--- src/rtl/dcp_pkg.sv ---
`timescale 1ns / 1ps
// ----------------------------------------------------------------------------
// dcp_pkg: shared types and constants of the control point decoder
// record kinds, parser phases, the command passed from parser to accumulator
// ----------------------------------------------------------------------------
package dcp_pkg;

    // record kinds on the output tuser
    localparam logic [1:0] KIND_SIZE   = 2'd0;
    localparam logic [1:0] KIND_BRANCH = 2'd1;
    localparam logic [1:0] KIND_POINT  = 2'd2;
    localparam logic [1:0] KIND_END    = 2'd3;

    // parser phases
    localparam logic [2:0] PH_FLAG    = 3'd0;
    localparam logic [2:0] PH_SIZE    = 3'd1;
    localparam logic [2:0] PH_HEADER  = 3'd2;
    localparam logic [2:0] PH_SAMPLES = 3'd3;
    localparam logic [2:0] PH_PTHEAD  = 3'd4;
    localparam logic [2:0] PH_LONG    = 3'd5;
    localparam logic [2:0] PH_SHORTR  = 3'd6;
    localparam logic [2:0] PH_DONE    = 3'd7;

    localparam logic [7:0]  END_MARK    = 8'd255;
    localparam logic [15:0] LONG_MARK   = 16'd25700;
    localparam logic [7:0]  SHORT_LIMIT = 8'd128;
    localparam logic [15:0] LONG_LIMIT  = 16'd32768;

    localparam int DELTA_W = 17;
    localparam int SUM_W   = 32;
    localparam int TDATA_W = 152;

    typedef logic signed [DELTA_W-1:0] t_delta;

    // one decoded record request, fields not used by the kind are zero
    typedef struct packed {
        logic [1:0]  kind;
        logic [15:0] width;
        logic [15:0] height;
        logic [3:0]  points;
        logic [3:0]  degree;
        logic [15:0] samples;
        t_delta      dx;
        t_delta      dy;
        t_delta      dr;
    } t_cmd;

    // queue hand-off between parser and accumulator
    typedef struct packed {
        logic valid;
        t_cmd cmd;
    } t_cmd_req;

    // 8-bit delta, 128 stays positive
    function automatic t_delta ext8(input logic [7:0] v);
        logic neg;
        neg = (v > SHORT_LIMIT);
        return {{(DELTA_W - 8){neg}}, v};
    endfunction

    // 16-bit delta, 32768 stays positive
    function automatic t_delta ext16(input logic [15:0] v);
        logic neg;
        neg = (v > LONG_LIMIT);
        return {{(DELTA_W - 16){neg}}, v};
    endfunction

endpackage

--- src/rtl/dcp_front.sv ---
`timescale 1ns / 1ps
// ----------------------------------------------------------------------------
// dcp_front: byte stream parser
// walks the file layout one byte per accepted cycle and issues record requests
// ----------------------------------------------------------------------------
module dcp_front
    import dcp_pkg::*;
(
    input  logic     i_clk,
    input  logic     i_rst_n,
    input  logic     i_accept,
    input  logic [7:0] i_byte,
    output t_cmd_req o_req
);

    logic [2:0] r_phase, n_phase;
    logic [2:0] r_idx, n_idx;
    logic [3:0] r_left, n_left;
    logic [7:0] r_held [5];
    logic [7:0] r_header;
    logic       w_hold_we;
    logic [2:0] w_hold_addr;
    logic       w_header_we;
    t_cmd_req   w_req;

    always_comb begin
        n_phase     = r_phase;
        n_idx       = r_idx;
        n_left      = r_left;
        w_hold_we   = 1'b0;
        w_hold_addr = r_idx;
        w_header_we = 1'b0;
        w_req       = '0;
        if (i_accept) begin
            case (r_phase)
                PH_FLAG: begin
                    n_phase = PH_SIZE;
                    n_idx   = 3'd0;
                end
                PH_SIZE: begin
                    if (r_idx < 3'd3) begin
                        w_hold_we = 1'b1;
                        n_idx     = r_idx + 3'd1;
                    end else begin
                        w_req.valid      = 1'b1;
                        w_req.cmd.kind   = KIND_SIZE;
                        w_req.cmd.width  = {r_held[0], r_held[1]};
                        w_req.cmd.height = {r_held[2], i_byte};
                        n_idx            = 3'd0;
                        n_phase          = PH_HEADER;
                    end
                end
                PH_HEADER: begin
                    if (i_byte == END_MARK) begin
                        w_req.valid    = 1'b1;
                        w_req.cmd.kind = KIND_END;
                        n_phase        = PH_DONE;
                    end else begin
                        w_header_we = 1'b1;
                        n_idx       = 3'd0;
                        n_phase     = PH_SAMPLES;
                    end
                end
                PH_SAMPLES: begin
                    if (r_idx == 3'd0) begin
                        w_hold_we = 1'b1;
                        n_idx     = 3'd1;
                    end else begin
                        w_req.valid       = 1'b1;
                        w_req.cmd.kind    = KIND_BRANCH;
                        w_req.cmd.points  = r_header[7:4];
                        w_req.cmd.degree  = r_header[3:0];
                        w_req.cmd.samples = {r_held[0], i_byte};
                        n_left            = r_header[7:4];
                        n_idx             = 3'd0;
                        n_phase           = (r_header[7:4] == 4'd0) ? PH_HEADER : PH_PTHEAD;
                    end
                end
                PH_PTHEAD: begin
                    w_hold_we = 1'b1;
                    if (r_idx == 3'd0) begin
                        n_idx = 3'd1;
                    end else begin
                        n_idx   = 3'd0;
                        n_phase = ({r_held[0], i_byte} == LONG_MARK) ? PH_LONG : PH_SHORTR;
                    end
                end
                PH_LONG: begin
                    if (r_idx < 3'd5) begin
                        w_hold_we = 1'b1;
                        n_idx     = r_idx + 3'd1;
                    end else begin
                        w_req.valid    = 1'b1;
                        w_req.cmd.kind = KIND_POINT;
                        w_req.cmd.dx   = ext16({r_held[0], r_held[1]});
                        w_req.cmd.dy   = ext16({r_held[2], r_held[3]});
                        w_req.cmd.dr   = ext16({r_held[4], i_byte});
                        n_left         = r_left - 4'd1;
                        n_idx          = 3'd0;
                        n_phase        = (r_left == 4'd1) ? PH_HEADER : PH_PTHEAD;
                    end
                end
                PH_SHORTR: begin
                    w_req.valid    = 1'b1;
                    w_req.cmd.kind = KIND_POINT;
                    w_req.cmd.dx   = ext8(r_held[0]);
                    w_req.cmd.dy   = ext8(r_held[1]);
                    w_req.cmd.dr   = ext8(i_byte);
                    n_left         = r_left - 4'd1;
                    n_idx          = 3'd0;
                    n_phase        = (r_left == 4'd1) ? PH_HEADER : PH_PTHEAD;
                end
                default: begin
                    // after the end mark every byte is dropped
                    n_phase = PH_DONE;
                end
            endcase
        end
    end

    always_ff @(posedge i_clk) begin
        if (!i_rst_n) begin
            r_phase <= PH_FLAG;
            r_idx   <= 3'd0;
            r_left  <= 4'd0;
        end else begin
            r_phase <= n_phase;
            r_idx   <= n_idx;
            r_left  <= n_left;
        end
    end

    always_ff @(posedge i_clk) begin
        if (w_hold_we) begin
            r_held[w_hold_addr] <= i_byte;
        end
        if (w_header_we) begin
            r_header <= i_byte;
        end
    end

    assign o_req = w_req;

endmodule

--- src/rtl/dcp_fifo.sv ---
`timescale 1ns / 1ps
// ----------------------------------------------------------------------------
// dcp_fifo: two-entry request queue
// decouples the parser from the accumulator and output stage
// ----------------------------------------------------------------------------
module dcp_fifo
    import dcp_pkg::*;
(
    input  logic     i_clk,
    input  logic     i_rst_n,
    input  t_cmd_req i_push,
    input  logic     i_pop,
    output logic     o_full,
    output t_cmd_req o_head
);

    t_cmd       r_mem [2];
    logic       r_wr_ptr;
    logic       r_rd_ptr;
    logic [1:0] r_count;
    logic       w_pop;

    assign w_pop = i_pop && (r_count != 2'd0);

    always_ff @(posedge i_clk) begin
        if (!i_rst_n) begin
            r_wr_ptr <= 1'b0;
            r_rd_ptr <= 1'b0;
            r_count  <= 2'd0;
        end else begin
            if (i_push.valid) begin
                r_wr_ptr <= ~r_wr_ptr;
            end
            if (w_pop) begin
                r_rd_ptr <= ~r_rd_ptr;
            end
            if (i_push.valid && !w_pop) begin
                r_count <= r_count + 2'd1;
            end else if (!i_push.valid && w_pop) begin
                r_count <= r_count - 2'd1;
            end
        end
    end

    always_ff @(posedge i_clk) begin
        if (i_push.valid) begin
            r_mem[r_wr_ptr] <= i_push.cmd;
        end
    end

    assign o_full       = (r_count == 2'd2);
    assign o_head.valid = (r_count != 2'd0);
    assign o_head.cmd   = r_mem[r_rd_ptr];

endmodule

--- src/rtl/dcp_back.sv ---
`timescale 1ns / 1ps
// ----------------------------------------------------------------------------
// dcp_back: running sums and output register
// applies point deltas and holds one finished record for the sink
// ----------------------------------------------------------------------------
module dcp_back
    import dcp_pkg::*;
(
    input  logic               i_clk,
    input  logic               i_rst_n,
    input  t_cmd_req           i_head,
    output logic               o_pop,
    output logic               o_valid,
    input  logic               i_ready,
    output logic [1:0]         o_kind,
    output logic [TDATA_W-1:0] o_data
);

    logic [SUM_W-1:0]   r_sum_x, r_sum_y, r_sum_r;
    logic [SUM_W-1:0]   n_sum_x, n_sum_y, n_sum_r;
    logic               r_valid;
    logic [1:0]         r_kind;
    logic [TDATA_W-1:0] r_data, n_data;
    logic               w_pop;
    logic               w_point;

    assign w_pop   = i_head.valid && (!r_valid || i_ready);
    assign w_point = (i_head.cmd.kind == KIND_POINT);

    always_comb begin
        n_sum_x = r_sum_x + SUM_W'(i_head.cmd.dx);
        n_sum_y = r_sum_y + SUM_W'(i_head.cmd.dy);
        n_sum_r = r_sum_r + SUM_W'(i_head.cmd.dr);
        n_data  = '0;
        case (i_head.cmd.kind)
            KIND_SIZE: begin
                n_data[15:0]  = i_head.cmd.width;
                n_data[31:16] = i_head.cmd.height;
            end
            KIND_BRANCH: begin
                n_data[35:32] = i_head.cmd.points;
                n_data[39:36] = i_head.cmd.degree;
                n_data[55:40] = i_head.cmd.samples;
            end
            KIND_POINT: begin
                n_data[87:56]   = n_sum_x;
                n_data[119:88]  = n_sum_y;
                n_data[151:120] = n_sum_r;
            end
            default: begin
                n_data = '0;
            end
        endcase
    end

    always_ff @(posedge i_clk) begin
        if (!i_rst_n) begin
            r_valid <= 1'b0;
            r_sum_x <= '0;
            r_sum_y <= '0;
            r_sum_r <= '0;
        end else begin
            if (w_pop) begin
                r_valid <= 1'b1;
            end else if (i_ready) begin
                r_valid <= 1'b0;
            end
            if (w_pop && w_point) begin
                r_sum_x <= n_sum_x;
                r_sum_y <= n_sum_y;
                r_sum_r <= n_sum_r;
            end
        end
    end

    always_ff @(posedge i_clk) begin
        if (w_pop) begin
            r_kind <= i_head.cmd.kind;
            r_data <= n_data;
        end
    end

    assign o_pop   = w_pop;
    assign o_valid = r_valid;
    assign o_kind  = r_kind;
    assign o_data  = r_data;

endmodule

--- src/rtl/delta_control_point_decoder.sv ---
`timescale 1ns / 1ps
// a completed record is written into the request queue, then popped into the output register once that is free
// throughput: one byte per cycle while the request queue is not full; each byte is one parser phase step
// and each record one pass through the accumulator adders
// a two-entry request queue lets the parser run on while the output register is stalled
// reset (i_rst_n low, synchronous) returns to the flag byte and clears the running sums
// ----------------------------------------------------------------------------
// delta_control_point_decoder: delta coded control point stream decoder
// parses size, branch and point records from a byte stream and accumulates
// point deltas into running x, y and radius coordinates
// ----------------------------------------------------------------------------
module delta_control_point_decoder
    import dcp_pkg::*;
(
    input  logic               i_clk,
    input  logic               i_rst_n,
    // slave side: one file byte per request
    input  logic               i_s_tvalid,
    output logic               o_s_tready,
    input  logic [7:0]         i_s_tdata,   // [7:0] stream_byte
    // master side: one record per request
    output logic               o_m_tvalid,
    input  logic               i_m_tready,
    output logic [1:0]         o_m_tuser,   // [1:0] record_kind
    // [15:0] image_width, [31:16] image_height, [35:32] branch_points,
    // [39:36] branch_degree, [55:40] branch_samples, [87:56] point_x,
    // [119:88] point_y, [151:120] point_radius
    output logic [TDATA_W-1:0] o_m_tdata
);

    logic     w_accept;
    logic     w_full;
    logic     w_pop;
    t_cmd_req w_push;
    t_cmd_req w_head;

    // the parser only stalls when the queue holds two waiting records
    assign o_s_tready = !w_full;
    assign w_accept   = i_s_tvalid && !w_full;

    // front: phase tracking, byte assembly, delta sign handling
    dcp_front u_front (
        .i_clk    (i_clk),
        .i_rst_n  (i_rst_n),
        .i_accept (w_accept),
        .i_byte   (i_s_tdata),
        .o_req    (w_push)
    );

    // queue between parser and accumulator
    dcp_fifo u_fifo (
        .i_clk   (i_clk),
        .i_rst_n (i_rst_n),
        .i_push  (w_push),
        .i_pop   (w_pop),
        .o_full  (w_full),
        .o_head  (w_head)
    );

    // back: running sums and registered output
    dcp_back u_back (
        .i_clk   (i_clk),
        .i_rst_n (i_rst_n),
        .i_head  (w_head),
        .o_pop   (w_pop),
        .o_valid (o_m_tvalid),
        .i_ready (i_m_tready),
        .o_kind  (o_m_tuser),
        .o_data  (o_m_tdata)
    );

    // a full queue can only build up behind a held output record
    a_full_means_stalled: assert property (@(posedge i_clk) disable iff (!i_rst_n)
        w_full |-> o_m_tvalid)
        else $error("queue full with empty output register");

    // a popped point request shows up as a point record
    a_point_reaches_output: assert property (@(posedge i_clk) disable iff (!i_rst_n)
        (w_pop && w_head.cmd.kind == KIND_POINT) |=> (o_m_tvalid && o_m_tuser == KIND_POINT))
        else $error("point request lost between queue and output");

    // coordinate fields stay zero outside point records
    a_coords_zero: assert property (@(posedge i_clk) disable iff (!i_rst_n)
        (o_m_tvalid && o_m_tuser != KIND_POINT) |-> (o_m_tdata[151:56] == '0))
        else $error("coordinates set in a non-point record");

    // nothing is pushed while the queue is full
    a_no_push_when_full: assert property (@(posedge i_clk) disable iff (!i_rst_n)
        w_full |-> !w_push.valid)
        else $error("request pushed into a full queue");

endmodule
--- config.mk ---
export PLATFORM = sky130hd
export DESIGN_NAME = delta_control_point_decoder
export DESIGN_NICKNAME = d
export VERILOG_FILES = /design/src/rtl/dcp_pkg.sv /design/src/rtl/dcp_front.sv /design/src/rtl/dcp_fifo.sv /design/src/rtl/dcp_back.sv /design/src/rtl/delta_control_point_decoder.sv
export SDC_FILE = /design/constraint.sdc
export NUM_CORES = 1
export LEC_CHECK = 0
export ABC_AREA = 1
export BUFFER_PORTS_ARGS = -buffer_cell sky130_fd_sc_hd__buf_2
export CAP_MARGIN = 20
export CORE_MARGIN = 5
export CORE_UTILIZATION = 40
export CTS_CLUSTER_DIAMETER = 200
export DETAILED_ROUTE_END_ITERATION = 8
export PLACE_DENSITY_LB_ADDON = 0.2
export SLEW_MARGIN = 15
export SYNTH_ARGS = -nofsm -noshare
export SYNTH_HDL_FRONTEND = slang
export SYNTH_SLANG_ARGS = --single-unit
--- constraint.sdc ---
create_clock -name i_clk -period 7.1 [get_ports i_clk]
set_input_delay 0.355 -clock i_clk [delete_from_list [all_inputs] [get_ports i_clk]]
set_output_delay 0.355 -clock i_clk [all_outputs]
set_load 0.01 [all_outputs]
==> results.json <==
{
  "status": "finished, final reports clean",
  "final_antenna_net_count": 0,
  "drv_cap": 0,
  "reg2reg_slack_ps": 2620,
  "globalRoute.busiestLayer": "met2",
  "grt_pass1_wl_um": 112000,
  "peakVddDrop_v": 0.000287,
  "hold_class": "primary input to flip-flop",
  "gp_congestion": 0.896,
  "wl_per_cell_um": 16.1,
  "reg2reg_to": "u_back.r_sum_x[12]$_SDFFE_PN0P_",
  "root_buffer": "clkbuf_16",
  "slew_headroom_pct": 25.8,
  "synth_top_area_share_pct": 46.0,
  "hold_viol_final": 0,
  "final_max_slew_viol_count": 0,
  "tns_ps": 0,
  "first_pass_iters": 6,
  "dpl.cell_count": 4284,
  "overflow": 0,
  "ys_types": 39,
  "vias_per_cell": 4.77,
  "first_global_vias": 20285,
  "core_sq_mm": 0.0683,
  "antenna_found_initial": 3,
  "path_max_fanout": 126,
  "drive_gt1_share_pct": 8.83,
  "hold_ws_ps": 80.7,
  "synthCells": 3306,
  "io_pins": 168,
  "use_met1_pct": 26.2,
  "postCtsSetupBuffers": 0,
  "crit_type": "flip-flop to flip-flop",
  "syn_area_sq_mm": 0.0274,
  "use_met2_pct": 31.2,
  "initial_core_util_pct": 40.1,
  "clock-sinks": 532,
  "rr_worst_depth": 11,
  "dpl.hpwl_um": 49900,
  "crit_arrival_ps": 5050,
  "cts_tree": "yes",
  "period_share_pct": 63.1,
  "cts_made_buffers": 56,
  "track_usage_pct": 18.9,
  "use_met3_pct": 3.00,
  "drc": 0,
  "drt-total-wl_um": 71000,
  "cp-end-kind": "flip-flop",
  "clockBufferDepth": 3,
  "design_area_sq_mm": 0.0311,
  "synth_area_leaders": "edfxtp_1 46%, nand2_1 15%, dfxtp_1 8.2%, inv_1 7.2%, nor2_1 5.1%",
  "vias": 20968,
  "grt_max_degree": 127,
  "drt_iter0_drc": 1452,
  "fmax_ghz": 0.223,
  "clock_latency_ps": 620,
  "holdBufCountCts": 0,
  "skew_ps": 16.5,
  "yosysSeqAreaShare_pct": 54.1,
  "die-area_sq_mm": 0.0739,
  "endpoint": "u_back.r_sum_x[12]$_SDFFE_PN0P_",
  "num_rows": 96,
  "required_ps": 7670,
  "layout.nets": 3575,
  "area_growth_pct": 13.5,
  "finalSetupViolCount": 0,
  "htree_levels": 2,
  "synth_top_cell_by_area": "edfxtp_1",
  "fill_cells": 6712,
  "final_cells": 4394,
  "layout_min_cycle_time_ps": 4480,
  "syn_avg_cell_area_sq_um": 8.30,
  "worst_slew_pin_slew_ps": 1110,
  "fp.dieH_um": 272,
  "final_common_cell": "nand2_1",
  "finalPower_mw": 14.8,
  "cts-resized-gates": 0,
  "rsz0062_at_grt": "no",
  "p_per_area_mw_per_mm2": 475,
  "cp-start-kind": "flip-flop",
  "p_leak_nw": 14.5,
  "ys_warn_count": 0,
  "dpl_cell_area_sq_mm": 0.0291,
  "synth_nets": 3419,
  "chipWidth_um": 272,
  "path_clk_slew_ps": 70,
  "layout_common_cells": "1098 x nand2_1, 528 x inv_1, 420 x edfxtp_1",
  "ys_ff_latch": 532,
  "port_buffers": 167
}
-- sequential cells by signal, indices dropped and copies added (netlist names), 3 cells and up, named ones only --
signal and cells:
u_front.r_left 4, u_back.r_sum_x 32, u_front.r_header 8, u_back.o_data 152
u_back.r_sum_y 32, u_back.r_sum_r 32, u_fifo.r_mem 218, u_front.r_phase 3
u_front.r_held 40, u_front.r_idx 3
-- cell type report --
class | instances | area (sq um) | area share (%)
diodes | 3 | 7.51 | 0.0241
clock buffers | 60 | 1440 | 4.62
clock inverters | 45 | 536 | 1.72
inverters | 533 | 2010 | 6.44
multi-input cells | 2151 | 10200 | 32.7
flip-flops and latches | 532 | 14900 | 47.7
well taps | 882 | 1100 | 3.54
repair buffers | 188 | 1000 | 3.21
-- worst max-delay path: stages, from the launching register on --
cell      delay (ps)
dfxtp_4          490
clkinv_2         520
buf_4            730
or2_0            210
o21ai_2           90
inv_2            190
nand3_2          190
inv_6            660
buf_4            660
o21ai_0          150
a21o_1           210
inv_1             50
-- per-layer routing --
metal | up-vias | part of all wire, %
met1 | 9542 | 47
li1 | 10857 | -
met4 | 2 | 2.3
met5 | - | 0.018
met3 | 97 | 5.1
met2 | 470 | 46
-- logic make-up after synthesis --
| logic type | Yosys count | synth area share, % |
|---|---|---|
| compound gates | 305 | 6.28 |
| xor+xnor | 51 | 1.63 |
| fa+ha+maj | 101 | 4.69 |
| buf+inv | 623 | 8.85 |
| flops | 532 | 54.1 |
| simple gates | 1694 | 24.4 |
-- cells in the mapped netlist, drive strengths merged --
library cell	instances
or2	3
o211ai	15
fa	3
nand4	8
o21bai	3
xor2	21
nor4	6
edfxtp	420
inv	533
a41oi	1
dfxtp	112
nand3b	6
a211oi	9
ha	98
buf	43
nor3	61
a22oi	14
clkbuf	47
nor2	374
nand2	1100
xnor2	30
nand3	123
o21ai	46
and2	7
a21oi	204
and3	6
a21o	13
-- power by group --
part	leakage, nW	switching [mW]	internal (mW)
combinational	9.04	4.88	2.20
clock	0.951	1.28	1.82
sequential	4.55	0.341	4.28
-- metrics by stage --
stage	setup slack [ps]	utilization, %
2_1_floorplan	732	-
3_3_place_gp	2700	42.6
3_5_place_dp	2620	42.6
4_1_cts	2580	45.5
5_1_grt	2220	45.6
6_report	2620	45.6
-- worst min-delay path by stage --
stage / startpoint / end / slack [ps] / depth (start not counted)
floorplan: u_fifo.r_rd_ptr$_SDFFE_PN0P_ / flip-flop / 430 / 1
detailed placement: u_fifo.r_rd_ptr$_SDFFE_PN0P_ / u_fifo.r_rd_ptr$_SDFFE_PN0P_ / 450 / 1
CTS: i_m_tready / u_back.o_valid$_SDFFE_PN0P_ / 40 / 4
global route: i_m_tready / u_back.o_valid$_SDFFE_PN0P_ / 80 / 4
global placement: u_fifo.r_rd_ptr$_SDFFE_PN0P_ / u_fifo.r_rd_ptr$_SDFFE_PN0P_ / 440 / 1
finish: i_m_tready / u_back.o_valid$_SDFFE_PN0P_ / 80 / 4
No activity file was read; power rests on OpenSTA's default activity.
